<file path="config.mk">
export PLATFORM = sky130hd
export DESIGN_NAME = address_range_node_lookup_unit
export DESIGN_NICKNAME = d
export VERILOG_FILES = /design/src/design/arnl_pkg.sv /design/src/design/address_range_node_lookup_unit.sv /design/src/design/arnl_table.sv /design/src/design/arnl_cmp.sv
export VERILOG_INCLUDE_DIRS = /design/src /design/src/design
export SDC_FILE = /design/constraint.sdc
export NUM_CORES = 1
export LEC_CHECK = 0
export BUFFER_PORTS_ARGS = -buffer_cell sky130_fd_sc_hd__buf_2
export CORE_MARGIN = 2
export CORE_UTILIZATION = 40
export CTS_CLUSTER_DIAMETER = 60
export DETAILED_ROUTE_END_ITERATION = 10
export SLEW_MARGIN = 20
export SYNTH_ARGS = -nofsm -noshare
export SYNTH_HDL_FRONTEND = slang
export SYNTH_SLANG_ARGS = --single-unit
</file>
<file path="constraint.sdc">
create_clock -name clk -period 12.45 [get_ports clk]
set_input_delay 0.6225 -clock clk [delete_from_list [all_inputs] [get_ports clk]]
set_output_delay 0.6225 -clock clk [all_outputs]
set_load 0.05 [all_outputs]
</file>
<file path="src/design/assert_macros.svh">
// Assertion helpers shared by the RTL files.
// ASSERT_PROP checks a property at every rising clock edge outside reset.
// ASSERT_NEVER checks that a condition is never true outside reset.
`ifndef ASSERT_MACROS_SVH
`define ASSERT_MACROS_SVH
`ifndef SYNTH
`define ASSERT_PROP(label, clk, rst, prop, msg) \
  label: assert property (@(posedge clk) disable iff (rst) prop) else $error(msg);
`define ASSERT_NEVER(label, clk, rst, cond, msg) \
  label: assert property (@(posedge clk) disable iff (rst) !(cond)) else $error(msg);
`else
`define ASSERT_PROP(label, clk, rst, prop, msg)
`define ASSERT_NEVER(label, clk, rst, cond, msg)
`endif
`endif

</file>
<file path="src/design/arnl_pkg.sv">
`timescale 1ns / 1ps

package arnl_pkg;

  // Table geometry and address split.
  localparam int TABLE_ENTRIES = 8;
  localparam int PAGE_BITS     = 12;

  // Fixed field widths of the interface.
  localparam int ADDR_W        = 64;
  localparam int PFN_W         = 52;
  localparam int NODE_W        = 6;
  localparam int COUNT_W       = 4;
  localparam int ENTRY_IDX_W   = 3;

  // Derived widths.
  localparam int PAGE_W  = ADDR_W - PAGE_BITS;
  localparam int CMP_W   = (PAGE_W > PFN_W) ? PAGE_W : PFN_W;
  localparam int IDX_W   = (TABLE_ENTRIES > 1) ? $clog2(TABLE_ENTRIES) : 1;
  // Signed search bounds must hold -1, the count minus one and the table size.
  localparam int BND_W   = $clog2(TABLE_ENTRIES + (1 << COUNT_W)) + 1;
  localparam int PRB_W   = $clog2(TABLE_ENTRIES + 1);

  typedef struct packed {
    logic [PFN_W-1:0]  first_page;
    logic [PFN_W-1:0]  end_page;
    logic [NODE_W-1:0] node;
  } tbl_entry_t;

  typedef struct packed {
    logic hit;
    logic below;
    logic above;
  } cmp_res_t;

endpackage

</file>
<file path="src/design/address_range_node_lookup_unit.sv">
`timescale 1ns / 1ps
// Address range to node lookup. Table writes (mode 0) store one range entry
// and are done in the cycle of their transfer; they produce no result. A
// lookup (mode 1) takes the page number of the address and binary-searches
// the first range_count entries, one probe per cycle through a single shared
// compare unit, for at most TABLE_ENTRIES probes. A hit ends the search at
// its probe, and a miss ends it with a closing step that probes no entry. The
// result is then registered and offered in ST_DONE. The input side stays
// stalled until the result transfer, and the next item can be taken in the
// cycle after the result transfer. The table entries have no reset value and
// must be written before a lookup can probe them. The user must write
// range_count through cfg_wr_en/cfg_wr_data only while the block is idle;
// the block itself does not enforce this.

`include "assert_macros.svh"

module address_range_node_lookup_unit
  import arnl_pkg::*;
(
  input  logic                   clk,
  input  logic                   rst,
  // Configuration port.
  input  logic                   cfg_wr_en,
  input  logic [COUNT_W-1:0]     cfg_wr_data,
  // Input channel.
  input  logic                   in_valid,
  output logic                   in_stall,
  input  logic                   mode,
  input  logic [ENTRY_IDX_W-1:0] entry_index,
  input  logic [PFN_W-1:0]       range_first_page,
  input  logic [PFN_W-1:0]       range_end_page,
  input  logic [NODE_W-1:0]      range_node,
  input  logic [ADDR_W-1:0]      address,
  // Output channel.
  output logic                   out_valid,
  input  logic                   out_stall,
  output logic                   found,
  output logic [NODE_W-1:0]      node
);

  typedef enum logic [2:0] {
    ST_IDLE   = 3'b001,
    ST_SEARCH = 3'b010,
    ST_DONE   = 3'b100
  } state_t;

  localparam logic signed [BND_W-1:0] BND_ONE     = BND_W'(1);
  localparam logic signed [BND_W-1:0] BND_ENTRIES = BND_W'(TABLE_ENTRIES);
  localparam logic [PRB_W-1:0]        PRB_LAST    = PRB_W'(TABLE_ENTRIES);

  state_t                   st, st_next;
  logic [COUNT_W-1:0]       range_count;
  logic [PAGE_W-1:0]        page;
  logic signed [BND_W-1:0]  lo, lo_next;
  logic signed [BND_W-1:0]  hi, hi_next;
  logic [PRB_W-1:0]         probe, probe_next;
  logic                     found_next;
  logic [NODE_W-1:0]        node_next;

  logic                     in_xfer;
  logic                     out_xfer;
  logic                     tbl_wr_en;
  tbl_entry_t               wr_entry;
  tbl_entry_t               rd_entry;
  cmp_res_t                 cmp;
  logic signed [BND_W:0]    bnd_sum;
  logic signed [BND_W-1:0]  mid;
  logic signed [BND_W-1:0]  count_s;
  logic                     stop_miss;

  // Handshake. The block takes a new item only when nothing is in flight.
  assign in_stall  = (st != ST_IDLE);
  assign out_valid = (st == ST_DONE);
  assign in_xfer   = in_valid && !in_stall;
  assign out_xfer  = out_valid && !out_stall;

  // Table write path. Indexes past the end of the table are dropped.
  assign tbl_wr_en = in_xfer && !mode && (32'(entry_index) < TABLE_ENTRIES);
  assign wr_entry  = '{first_page: range_first_page,
                       end_page:   range_end_page,
                       node:       range_node};

  // Probe index is the midpoint of the bounds; they are never negative when
  // the probe is used, so a plain halving of the sum is the C division.
  assign bnd_sum = {lo[BND_W-1], lo} + {hi[BND_W-1], hi};
  assign mid     = bnd_sum[BND_W:1];
  assign count_s = $signed(BND_W'(range_count));

  arnl_table u_table (
    .clk      (clk),
    .wr_en    (tbl_wr_en),
    .wr_idx   (IDX_W'(entry_index)),
    .wr_entry (wr_entry),
    .rd_idx   (mid[IDX_W-1:0]),
    .rd_entry (rd_entry)
  );

  arnl_cmp u_cmp (
    .page  (page),
    .entry (rd_entry),
    .res   (cmp)
  );

  // The search gives up when it has spent its probes, when the bounds have
  // crossed, or when the midpoint lies past the entries in use or the table.
  assign stop_miss = (probe == PRB_LAST) || (lo > hi) ||
                     (mid >= count_s) || (mid >= BND_ENTRIES);

  always_comb begin
    st_next    = st;
    lo_next    = lo;
    hi_next    = hi;
    probe_next = probe;
    found_next = found;
    node_next  = node;
    case (st)
      ST_IDLE: begin
        if (in_xfer && mode) begin
          lo_next    = '0;
          hi_next    = count_s - BND_ONE;
          probe_next = '0;
          st_next    = ST_SEARCH;
        end
      end
      ST_SEARCH: begin
        if (stop_miss) begin
          found_next = 1'b0;
          node_next  = '0;
          st_next    = ST_DONE;
        end else if (cmp.hit) begin
          found_next = 1'b1;
          node_next  = rd_entry.node;
          st_next    = ST_DONE;
        end else begin
          // A page equal to a first page outside its range moves neither
          // bound, so the same entry is probed until the probes run out.
          if (cmp.below) begin
            hi_next = mid - BND_ONE;
          end
          if (cmp.above) begin
            lo_next = mid + BND_ONE;
          end
          probe_next = probe + PRB_W'(1);
        end
      end
      ST_DONE: begin
        if (out_xfer) begin
          st_next = ST_IDLE;
        end
      end
      default: begin
        st_next = ST_IDLE;
      end
    endcase
  end

  always_ff @(posedge clk) begin
    if (rst) begin
      st          <= ST_IDLE;
      range_count <= '0;
    end else begin
      st <= st_next;
      if (cfg_wr_en) begin
        range_count <= cfg_wr_data;
      end
    end
  end

  always_ff @(posedge clk) begin
    if (in_xfer && mode) begin
      page <= address[ADDR_W-1:PAGE_BITS];
    end
    lo    <= lo_next;
    hi    <= hi_next;
    probe <= probe_next;
    found <= found_next;
    node  <= node_next;
  end

  `ASSERT_PROP(a_busy_while_result, clk, rst, out_valid |-> in_stall, "input taken while result pending")
  `ASSERT_PROP(a_lookup_starts, clk, rst, (in_xfer && mode) |=> (st == ST_SEARCH), "lookup did not start search")
  `ASSERT_PROP(a_write_no_result, clk, rst, (in_xfer && !mode) |=> (st == ST_IDLE), "table write left idle")
  `ASSERT_NEVER(a_probe_bound, clk, rst, (st == ST_SEARCH) && (probe > PRB_LAST), "probe count past limit")
  `ASSERT_NEVER(a_miss_node_zero, clk, rst, out_valid && !found && (node != '0), "miss with nonzero node")

endmodule

</file>
<file path="src/design/arnl_table.sv">
`timescale 1ns / 1ps

module arnl_table
  import arnl_pkg::*;
(
  input  logic             clk,
  input  logic             wr_en,
  input  logic [IDX_W-1:0] wr_idx,
  input  tbl_entry_t       wr_entry,
  input  logic [IDX_W-1:0] rd_idx,
  output tbl_entry_t       rd_entry
);

  // Small register file: one write port, one read port at the probe index.
  tbl_entry_t entries [TABLE_ENTRIES];

  always_ff @(posedge clk) begin
    if (wr_en) begin
      entries[wr_idx] <= wr_entry;
    end
  end

  assign rd_entry = entries[rd_idx];

endmodule

</file>
<file path="src/design/arnl_cmp.sv">
`timescale 1ns / 1ps

module arnl_cmp
  import arnl_pkg::*;
(
  input  logic [PAGE_W-1:0] page,
  input  tbl_entry_t        entry,
  output cmp_res_t          res
);

  logic [CMP_W-1:0] page_x;
  logic [CMP_W-1:0] first_x;
  logic [CMP_W-1:0] end_x;

  assign page_x  = CMP_W'(page);
  assign first_x = CMP_W'(entry.first_page);
  assign end_x   = CMP_W'(entry.end_page);

  // A reversed range never satisfies both halves, so it holds no page.
  assign res.hit   = (page_x >= first_x) && (page_x < end_x);
  assign res.below = (page_x < first_x);
  assign res.above = (page_x > first_x);

endmodule
</file>
Word level (Yosys, flattened, before mapping) --
Memories as Yosys holds them, arrays and structs flattened. Cells that the tools add are included.
Cells by class: add/subtract/negate cells 5, $lt $le $gt $ge 7, equality and inequality tests 12, multiplexer cells 23, reductions and logical operators 18
Operators by type and width (count):
- $lt A52 B52 Y1 | 2
- $mux W6 | 9
- $ge A52 B52 Y1 | 1
- $gt A52 B52 Y1 | 1
- $pmux W6 S2 | 2
- $mux W3 | 4
- $mux W4 | 3
- $ne A2 B2 Y1 const B | 5
- $reduce_and A5 Y1 | 2
- $pmux W3 S3 | 1
- $pmux W4 S2 | 1
- $add A6 B6 Y7 | 1
- $add A6 B2 Y6 const B | 1
- $ge A6 B5 Y1 | 1
- $ge A6 B5 Y1 const B | 1
- $gt A6 B6 Y1 | 1
- $sub A6 B2 Y6 const B | 1
- $logic_and A1 B1 Y1 | 5
- $sub A4 B1 Y5 const B | 1
- $add A4 B1 Y4 const B | 1
- $eq A4 B4 Y1 const B | 1
- $reduce_and A4 Y1 | 1
- $reduce_bool A2 Y1 | 2
- $eq A3 B1 Y1 const B | 1
- other kinds (10) | 16
Storage, ports and cells: bits in registers 82, memory bits (writable) 880, logic and storage cells 74, memories kept 1
Memory list:
- u_table.entries | words 8, width 110, rd ports 1, clocked after memory_dff 0, write ports 1, RTL line arnl_table.sv:15 | tbl_entry_t entries [TABLE_ENTRIES];

Depth between registers and ports, before layout --
Gate-level depths: netlist of the first run. An unclocked memory read counts as a cell.
word-level depth 7, mapped depth 19, gate-level depth less buffers 16

Modules after synthesis --
From an unflattened synthesis of the first run, not the netlist that was laid out.
Unflattened totals: cell total of the unflattened synthesis 1919, area, all modules 40027.1 µm²
By module, submodules not included:
- arnl_table | times used 1, cells an instance 1284, area an instance 33777.4 µm², seq. area each 26425.3 µm²
- address_range_node_lookup_unit | times used 1, cells an instance 270, area an instance 3624.7 µm², seq. area each 2392.3 µm²
- arnl_cmp | times used 1, cells an instance 365, area an instance 2625.0 µm², seq. area each 0.0 µm²

Worst setup path before layout of the first run --
Ideal clock, no wire load.
path type register to register, start point register st[0], end point memory u_table.entries[0][0] in the netlist's numbering, enable pin, arrival time 8.518 ns, required time 11.735 ns, path slack 3.216 ns, stages on the path, launching flop included 5, path buffers 0, period minus slack after synthesis 9.234 ns, cell sequence dfxtp_1 -> nor3b_1 -> nand2_1 -> or3_1 -> nor3_1
Between the ends: word-level cells in the longest chain between the ends 6
Ends and longest elaborated chain:
- start, declared | RTL line address_range_node_lookup_unit.sv:51 | state_t st, st_next;
- start signal, assigned | RTL line address_range_node_lookup_unit.sv:162 | st <= st_next;
- $ne A3 B1 Y1 | RTL line address_range_node_lookup_unit.sv:72 | assign in_stall = (st != ST_IDLE);
- $logic_not A1 Y1 | RTL line address_range_node_lookup_unit.sv:74 | assign in_xfer = in_valid && !in_stall;
- $logic_and A1 B1 Y1 | RTL line address_range_node_lookup_unit.sv:74
- $logic_and A1 B1 Y1 | RTL line address_range_node_lookup_unit.sv:78 | assign tbl_wr_en = in_xfer && !mode && (32'(entry_index) < TABLE_ENTRIES);
- $mux W1 | RTL line arnl_table.sv:18 | if (wr_en) begin
- $mux W1 (implied by the code) | RTL line arnl_table.sv:19 | entries[wr_idx] <= wr_entry;
- end, declared | RTL line arnl_table.sv:15
Every way passes these cells.

Final worst setup path of the first run --
start point register hi[0], end point register hi[3], enable pin
Between the ends: word-level cells in the longest chain between the ends 6, elaborated cells between the ends (all ways) 16, classes of those cells add/sub (1); order compare (6); eq/ne (3); reduce/logical (5); memory (1)
Ends and longest elaborated chain:
- start, declared | RTL line address_range_node_lookup_unit.sv:55 | logic signed [BND_W-1:0] hi, hi_next;
- start signal, assigned | RTL line address_range_node_lookup_unit.sv:174 | hi <= hi_next;
- $add A6 B6 Y7 or $gt A6 B6 Y1 (tied branches) | RTL line address_range_node_lookup_unit.sv:85, address_range_node_lookup_unit.sv:106
- $mem_v2 Z8 W110 (tied with other cells)
- $ge A52 B52 Y1 (tied with other cells) | RTL line arnl_cmp.sv:20 | assign res.hit = (page_x >= first_x) && (page_x < end_x);
- $logic_and A1 B1 Y1 or $logic_or A1 B1 Y1 (tied branches) | RTL line arnl_cmp.sv:20, address_range_node_lookup_unit.sv:107
- $ne A2 B2 Y1 (no source line)
- $reduce_and A5 Y1 (no source line) (*)
Every way passes the cells marked *; elsewhere a longest branch is shown, timed or not. A chain may end at the register's enable or synchronous reset.

==> key figures, run 1 <==
Clocking
  • Clock sink total: 962
  • Num CTS Buffers: 104
  • Clock transition at path regs: 60 ps
  • CTS tree: done
  • CTS Root Cell: clkbuf_16
  • Clock Path Buffers: 3
  • Cts hold-fix bufs: 0
  • # resized after CTS: 0
  • # H-tree levels: 3
  • Clock Latency Late Sink: 670 ps
  • Postcts setup bufs: 0

Worst setup path
  • Largest stage delay, worst path: 1270 ps
  • Critical Path, Cell by Cell: ha_1, fa_4, buf_4, mux4_2, mux2i_1, ha_1, and4_1, nor4bb_1, buf_4, nand4_1, a31oi_1, nor4b_2, nand3_1, o21ai_0
  • R2R setup slack: 5160 ps
  • Critical Path Sink Type: register
  • Crit-path slowest cell: fa_4
  • R2R depth: 14
  • Worst r2r src: hi[0]$_DFFE_PP_
  • Worst-path maximum fanout: 42
  • R2r endpoint: hi[3]$_DFFE_PP_
  • CP required: 12,730 ps
  • Crit path DAT: 7570 ps
  • Critical setup path kind: register to register
  • CP Launch Type: register
  • WP buf/inv: 2
  • Top delay family on crit path: adder cells
  • Crit path depth: 14

Synth
  • Area leader, netlist: edfxtp_1
  • Synth top area cells: edfxtp_1 (74%), mux4_2 (13%), ha_1 (4.0%)
  • Fraction of registers with async set/reset: 0%
  • Gate Count Post-Synth: 1,822
  • Warnings from Yosys: 0
  • Synth top area share: 74.3%
  • Mean post-synth cell area: 21.2 um^2
  • Synth Cell Area: 38,600 um^2
  • Syn Nets: 2,134
  • Distinct cells, synth: 58
  • Post-synthesis register bit count: 962
  • Seq/Total Area, Yosys: 74.7%
  • Primary FF master, synth: edfxtp_1
  • Number of synthesized flops with an enable pin: 955

Die
  • Row cnt: 113
  • Die width: 315 um
  • Die area: 99,000 um^2
  • Floorplan Core Area: 95,300 um^2
  • Initial core utilization: 40.5%
  • Die height: 315 um
  • Top-level port count: 196

Global route
  • First-pass GRT wire length: 129 mm
  • Gr ovfl total: 0
  • Vias in the first global route: 19.1k
  • GRT Total Usage: 17.9%
  • Largest net degree at the start of global routing: 125
  • Grt met1 use: 24.3%
  • Met2 Usage GRT: 30.0%
  • Initial antenna violation count: 33
  • Met3 usage: 3.88%
  • Top Usage Layer GRT: met2

STA
  • Hold slack: 128 ps
  • Slew at the pin closest to its max-slew limit: 1200 ps
  • Tcrit/Tclk final: 58.6%
  • RSZ-0062 raised after global routing: no
  • Final setup TNS: 0 ps
  • Worst clock skew: 16.9 ps
  • Peak Freq: 0.137 GHz
  • Setup Viol. Count Final: 0
  • Final slew viol count: 0
  • Hold Violations, Final: 0
  • Relative slew slack: 19.6%
  • Setup ws final: 5160 ps
  • Fin crit period: 7290 ps

Power and ir drop
  • LEAKAGE: 14.9 nW
  • Total power draw: 0.00751 W
  • Worst-case vdd ir drop: 0.116 mV
  • Power density cells: 169 nW/um^2

Detailed routing
  • Wire length per cell: 25.8 um
  • DRC violations left: 0
  • Via count: 18.5k
  • Final ANT Viol Nets: 0
  • DR pass1 iterations: 6
  • DRT iter0 DRCs: 1,502
  • Vias/cell: 5.40
  • Detailed Route WL: 88.3 mm

Worst hold path
  • Hold Crit Class: input pin to register
  • WHS Endpoint: page[44]$_DFFE_PP_
  • Hold Path Stages: 1
  • Worst Hold Launch: address[56]

Job
  • Max-cap violations: 0

Placement
  • Final HPWL DP: 51.8 mm
  • # port buffers: 183
  • Final GP Congestion: 0.824
  • Place WS: 5140 ps

Cells and area
  • Share of cells above drive strength 1: 27.8%
  • Layout net count: 2,380
  • Area Overhead vs Synth: 15.5%

Run status
  • Outcome: completed
-- worst max-delay path by stage --
stage                       start                         endpoint  slack (ps)
2_1_floorplan  st[0]$_SDFFE_PP1P_  u_table.entries[0][0]$_DFFE_PP_        3220
3_3_place_gp      hi[0]$_DFFE_PP_              lo[5]$_SDFFCE_PN0P_        5190
3_5_place_dp      hi[0]$_DFFE_PP_              lo[3]$_SDFFCE_PN0P_        5140
4_1_cts           hi[0]$_DFFE_PP_              lo[3]$_SDFFCE_PN0P_        5120
5_1_grt           hi[0]$_DFFE_PP_                  hi[5]$_DFFE_PP_        4810
6_report          hi[0]$_DFFE_PP_                  hi[3]$_DFFE_PP_        5160
-- report_power, final --
group          internal [W]  switching (W)  leakage (nW)
clock network       0.00181        0.00125          1.66
logic              0.000363       0.000464          4.57
registers           0.00361      0.0000173          8.70
total               0.00578        0.00173          14.9
-- synth_stat cells, types with 2 or more instances --
master and number:
a211o_1 2, a211oi_1 7, a21o_1 11, a21oi_1 52
a221o_1 2, a31oi_1 5, and2_1 3, and3_1 2
and4_1 11, buf_1 8, buf_2 13, clkbuf_1 46
dfxtp_1 7, edfxtp_1 955, ha_1 124, inv_1 25
mux2i_1 106, mux4_2 220, nand2_1 52, nand2b_1 9
nand3_1 14, nand4_1 16, nor2_1 29, nor2b_1 3
nor3_1 11, nor3b_1 5, nor4_1 5, o211ai_1 4
o21a_1 3, o21ai_0 26, o31ai_1 3, or3_1 4
or3b_2 2, xnor2_1 11, xor2_1 3
-- flip-flops by register name, indices dropped and copies added, names as in the netlist --
signal	cells
u_table.entries	880
hi	6
node	6
page	52
lo	6
range_count	4
found	1
st	3
probe	4
-- placed cells by master (no fill, tap or decap), drive strengths merged, types with 4 or more instances in the layout --
cell / Yosys / routed
edfxtp: 955 / 955
mux4: 220 / 220
buf: 23 / 209
clkbuf: 46 / 126
ha: 124 / 124
mux2i: 106 / 106
a21oi: 52 / 52
nand2: 52 / 52
clkinv: 0 / 39
inv: 26 / 37
nor2: 29 / 29
o21ai: 27 / 27
nand4: 16 / 16
nand3: 14 / 14
bufinv: 0 / 12
a21o: 11 / 11
and4: 11 / 11
xnor2: 11 / 11
nor3: 11 / 11
nand2b: 9 / 9
a211oi: 8 / 8
dfxtp: 7 / 7
diode: 0 / 6
nor3b: 6 / 6
nor4: 5 / 5
a31oi: 5 / 5
or3: 5 / 5
o211ai: 4 / 4
-- per-layer routing --
layer	share of wire (%)	up-vias
li1	-	8144
met1	42	9719
met2	50	451
met3	6.1	145
met4	1.8	26
met5	0.19	-
-- kinds of logic after synthesis --
logic type	count (synthesis)	share of synthesized area (%)
fa+ha+maj	125	4.07
simple gates	174	2.38
compound gates	126	2.00
xor+xnor	14	0.318
mux	326	15.6
flops	962	74.7
buf+inv	95	0.995
-- stage by stage --
step                cell area [um^2]  std cells  utilization [%]
floorplan                      38600       1822                -
global route                   44600       3417             46.8
global placement               41200       3227             43.2
finish                         44600       3423             46.8
detailed placement             41200       3227             43.2
CTS                            44600       3417             46.8
-- cell type report --
class	instances	area (um^2)
diodes	6	15.0
clock buffers	126	2710
clock inverters	64	698
fillers	7969	50700
inverters	26	103
multi-input cells	765	9470
flip-flops and latches	962	28800
well taps	1265	1580
repair buffers	209	1170
No activity file was read; power rests on OpenSTA's default activity.
==> run 2: changes to the inputs <==
--- a/config.mk
+++ b/config.mk
@@ -6,6 +6,7 @@
 export SDC_FILE = /design/constraint.sdc
 export NUM_CORES = 1
 export LEC_CHECK = 0
+export ABC_AREA = 1
 export BUFFER_PORTS_ARGS = -buffer_cell sky130_fd_sc_hd__buf_2
 export CORE_MARGIN = 2
 export CORE_UTILIZATION = 40
==> constraint.sdc (replaced) <==
create_clock -name clk -period 6.61 [get_ports clk]
set_input_delay 0.3305 -clock clk [delete_from_list [all_inputs] [get_ports clk]]
set_output_delay 0.3305 -clock clk [all_outputs]
set_load 0.05 [all_outputs]
==> key figures, run 2 <==
Synth
  • Synth top area share: 72.3% (was 74.3%)
  • Gate Count Post-Synth: 3,144 (was 1,822)
  • Synth Cell Area: 39,700 um^2 (was 38,600 um^2)
  • Area leader, netlist: edfxtp_1 (unchanged)
  • Primary FF master, synth: edfxtp_1 (unchanged)
  • Synth top area cells: edfxtp_1 (72%), nor2_1 (5.4%), nand2_1 (5.2%) (was edfxtp_1 (74%), mux4_2 (13%), ha_1 (4.0%))
  • Warnings from Yosys: 0 (unchanged)
  • Number of synthesized flops with an enable pin: 955 (unchanged)
  • Fraction of registers with async set/reset: 0% (unchanged)
  • Most common cell in the synthesized netlist: edfxtp_1 (unchanged)
  • Mean post-synth cell area: 12.6 um^2 (was 21.2 um^2)
  • Post-synthesis register bit count: 962 (unchanged)
  • Seq/Total Area, Yosys: 72.7% (was 74.7%)
  • Distinct cells, synth: 40 (was 58)
  • Syn Nets: 3,456 (was 2,134)
  • Most frequent cells after synthesis: edfxtp_1 (955), nor2_1 (573), nand2_1 (548), o21ai_0 (311), clkbuf_1 (147) (was edfxtp_1 (955), mux4_2 (220), ha_1 (124), mux2i_1 (106))

Cells and area
  • Commonest cells after routing, fill and taps aside: edfxtp_1 (955), nor2_1 (573), nand2_1 (547) (was edfxtp_1 (955), mux4_2 (220), buf_2 (183))
  • Layout net count: 3,808 (was 2,380)
  • Area Overhead vs Synth: 18.9% (was 15.5%)
  • Filler cell count: 8,627 (was 7,969)
  • Reg with most FFs: u_table.entries (unchanged)
  • Largest registers: u_table.entries: 880 flops, page: 52 flops (unchanged)
  • Commonest non-fill, non-tap cell in the layout: edfxtp_1 (unchanged)
  • Max reg flops: 880 (unchanged)
  • Share of cells above drive strength 1: 11.8% (was 27.8%)

Clocking
  • # H-tree levels: 3 (unchanged)
  • CTS Root Cell: clkbuf_16 (unchanged)
  • Cts hold-fix bufs: 170 (was 0)
  • Clock Path Buffers: 3 (unchanged)
  • Postcts setup bufs: 0 (unchanged)
  • Num CTS Buffers: 100 (was 104)
  • Clock Latency Late Sink: 690 ps (was 670 ps)
  • CTS tree: done (unchanged)
  • # resized after CTS: 0 (unchanged)
  • Clock sink total: 962 (unchanged)
  • Clock transition at path regs: 60 ps (about the same)

STA
  • Final setup TNS: 0 ps (unchanged)
  • Relative slew slack: 31.0% (was 19.6%)
  • Fin crit period: 6270 ps (was 7290 ps)
  • Peak Freq: 0.160 GHz (was 0.137 GHz)
  • RSZ-0062 raised after global routing: no (unchanged)
  • Setup Viol. Count Final: 0 (unchanged)
  • Slew at the pin closest to its max-slew limit: 1030 ps (was 1200 ps)
  • Worst clock skew: 51.2 ps (was 16.9 ps)
  • Final slew viol count: 0 (unchanged)
  • Hold Violations, Final: 0 (unchanged)
  • Tcrit/Tclk final: 94.8% (was 58.6%)

Worst setup path
  • Critical Path Sink Type: register (unchanged)
  • Worst r2r src: lo[0]$_SDFFCE_PN0P_ (was hi[0]$_DFFE_PP_)
  • Crit path DAT: 6640 ps (was 7570 ps)
  • R2r endpoint: hi[1]$_DFFE_PP_ (was hi[3]$_DFFE_PP_)
  • CP Launch Type: register (unchanged)
  • R2R setup slack: 340 ps (was 5160 ps)
  • Critical setup path kind: register to register (unchanged)
  • R2R depth: 19 (was 14)
  • CP required: 6980 ps (was 12,730 ps)
  • Worst-path maximum fanout: 94 (was 42)

Die
  • Die height: 319 um (was 315 um)
  • Die width: 319 um (was 315 um)
  • Initial core utilization: 40.4% (was 40.5%)
  • Top-level port count: 196 (unchanged)
  • Die area: 102,000 um^2 (was 99,000 um^2)
  • Floorplan Core Area: 98,300 um^2 (was 95,300 um^2)
  • Row cnt: 115 (was 113)

Detailed routing
  • Wire length per cell: 21.3 um (was 25.8 um)
  • Final ANT Viol Nets: 0 (unchanged)
  • DRC violations left: 0 (unchanged)
  • Via count: 25.8k (was 18.5k)
  • Detailed Route WL: 103 mm (was 88.3 mm)
  • DR pass1 iterations: 5 (was 6)
  • DRT iter0 DRCs: 2,414 (was 1,502)
  • Vias/cell: 5.31 (was 5.40)

Placement
  • Final GP Congestion: 0.836 (was 0.824)
  • Final HPWL DP: 58.6 mm (was 51.8 mm)
  • # port buffers: 183 (unchanged)

Global route
  • Gr ovfl total: 0 (unchanged)
  • GRT Total Usage: 20.0% (was 17.9%)
  • Vias in the first global route: 24.4k (was 19.1k)
  • Largest net degree at the start of global routing: 111 (was 125)
  • Initial antenna violation count: 11 (was 33)
  • First-pass GRT wire length: 154 mm (was 129 mm)

Worst hold path
  • WHS Endpoint: range_count[1]$_SDFFE_PP0P_ (was page[44]$_DFFE_PP_)
  • Hold Path Stages: 3 (was 1)
  • Hold Crit Class: input pin to register (unchanged)
  • Worst Hold Launch: cfg_wr_en (was address[56])

Run status
  • Outcome: completed (unchanged)

Job
  • Max-cap violations: 0 (unchanged)
==> run 2: changes by cell type after synthesis, moves of 17 or more <==
cell      delta
a21oi_1     +26
a311oi_1    +80
a31oi_1     +85
clkbuf_1   +101
inv_1       +32
mux2i_1    -102
mux4_2     -220
nand2_1    +496
nand3_1     +31
nor2_1     +544
o21ai_0    +285
o221ai_1    +18
o22ai_1     +17
==> run 2: how the worst max path moves through the flow <==
stage,from,endpoint,slack (ps),cells after the start
after floorplan,st[0]$_SDFFE_PP1P_,u_table.entries[0][0]$_DFFE_PP_,-2790,6
after global placement,lo[0]$_SDFFCE_PN0P_,hi[1]$_DFFE_PP_,530,19
after detailed placement,lo[0]$_SDFFCE_PN0P_,hi[1]$_DFFE_PP_,530,19
after CTS,lo[0]$_SDFFCE_PN0P_,hi[0]$_DFFE_PP_,510,19
after global routing,lo[0]$_SDFFCE_PN0P_,hi[1]$_DFFE_PP_,110,19
final,lo[0]$_SDFFCE_PN0P_,hi[1]$_DFFE_PP_,340,19
==> run 2: critical path: stages (launching register included) <==
cell	delay [ps]
edfxtp_1	390
ha_1	250
fa_4	870
inv_8	550
buf_12	310
nand2_1	80
nand2_1	70
nor2_1	50
a311oi_1	280
a31oi_1	100
ha_1	330
nand3_1	160
nor4b_1	830
nand4_1	440
nand3_1	200
nand2_1	70
inv_1	90
nand3_1	250
nand2_1	380
nor2_2	180
==> run 2: kinds of logic (layout without fill, tap and decap cells) <==
logic type | count (synthesis) | in the layout | share of synthesized area, %
AND/OR/NAND/NOR | 1207 | 1207 | 11.8
adder cells (fa/ha/maj) | 125 | 125 | 3.96
XOR/XNOR | 7 | 7 | 0.202
buffers and inverters | 231 | 658 | 2.24
multiplexers | 4 | 4 | 0.101
AO/OA/AOI/OAI | 608 | 608 | 9.04
flip-flops | 962 | 962 | 72.7
other | 0 | 3 | 0
==> run 2: layout make-up <==
| type | instances | area (um^2) | area share, % |
|---|---|---|---|
| clock inverter | 55 | 493 | 1.05 |
| antenna | 3 | 7.51 | 0.0159 |
| clock buffer | 122 | 2610 | 5.53 |
| sequential | 962 | 28800 | 61.1 |
| multi-input combinational | 1951 | 10000 | 21.2 |
| inverter | 60 | 238 | 0.504 |
| timing repair buffer | 421 | 3370 | 7.14 |
| tap | 1287 | 1610 | 3.41 |
==> run 2: routing by layer <==
layer / track usage, % / wire length [um] / share of wire (%) / up-vias
li1: - / - / - / 12132
met1: 28.4 / 45900 / 44 / 12711
met2: 32.2 / 48600 / 47 / 783
met3: 3.16 / 6570 / 6.4 / 146
met4: 4.92 / 2120 / 2.1 / 16
met5: 0 / 107 / 0.10 / -
==> run 2: stage by stage <==
step / std cells / hold WS (ps) / util [%] / area (um^2) / setup WS [ps]
final: 4861 / 42.1 / 48.0 / 47200 / 342
after global routing: 4859 / 58.6 / 48.0 / 47200 / 113
after CTS: 4858 / 16.2 / 48.0 / 47200 / 507
after detailed placement: 4511 / 509 / 43.1 / 42300 / 531
after global placement: 4511 / 508 / 43.1 / 42300 / 534
after floorplan: 3144 / 403 / - / 39700 / -2790
Power of run 2 is left out: the tool's default activity adds up to more than one toggle a clock period on the data nets, which glitch-free logic cannot reach.
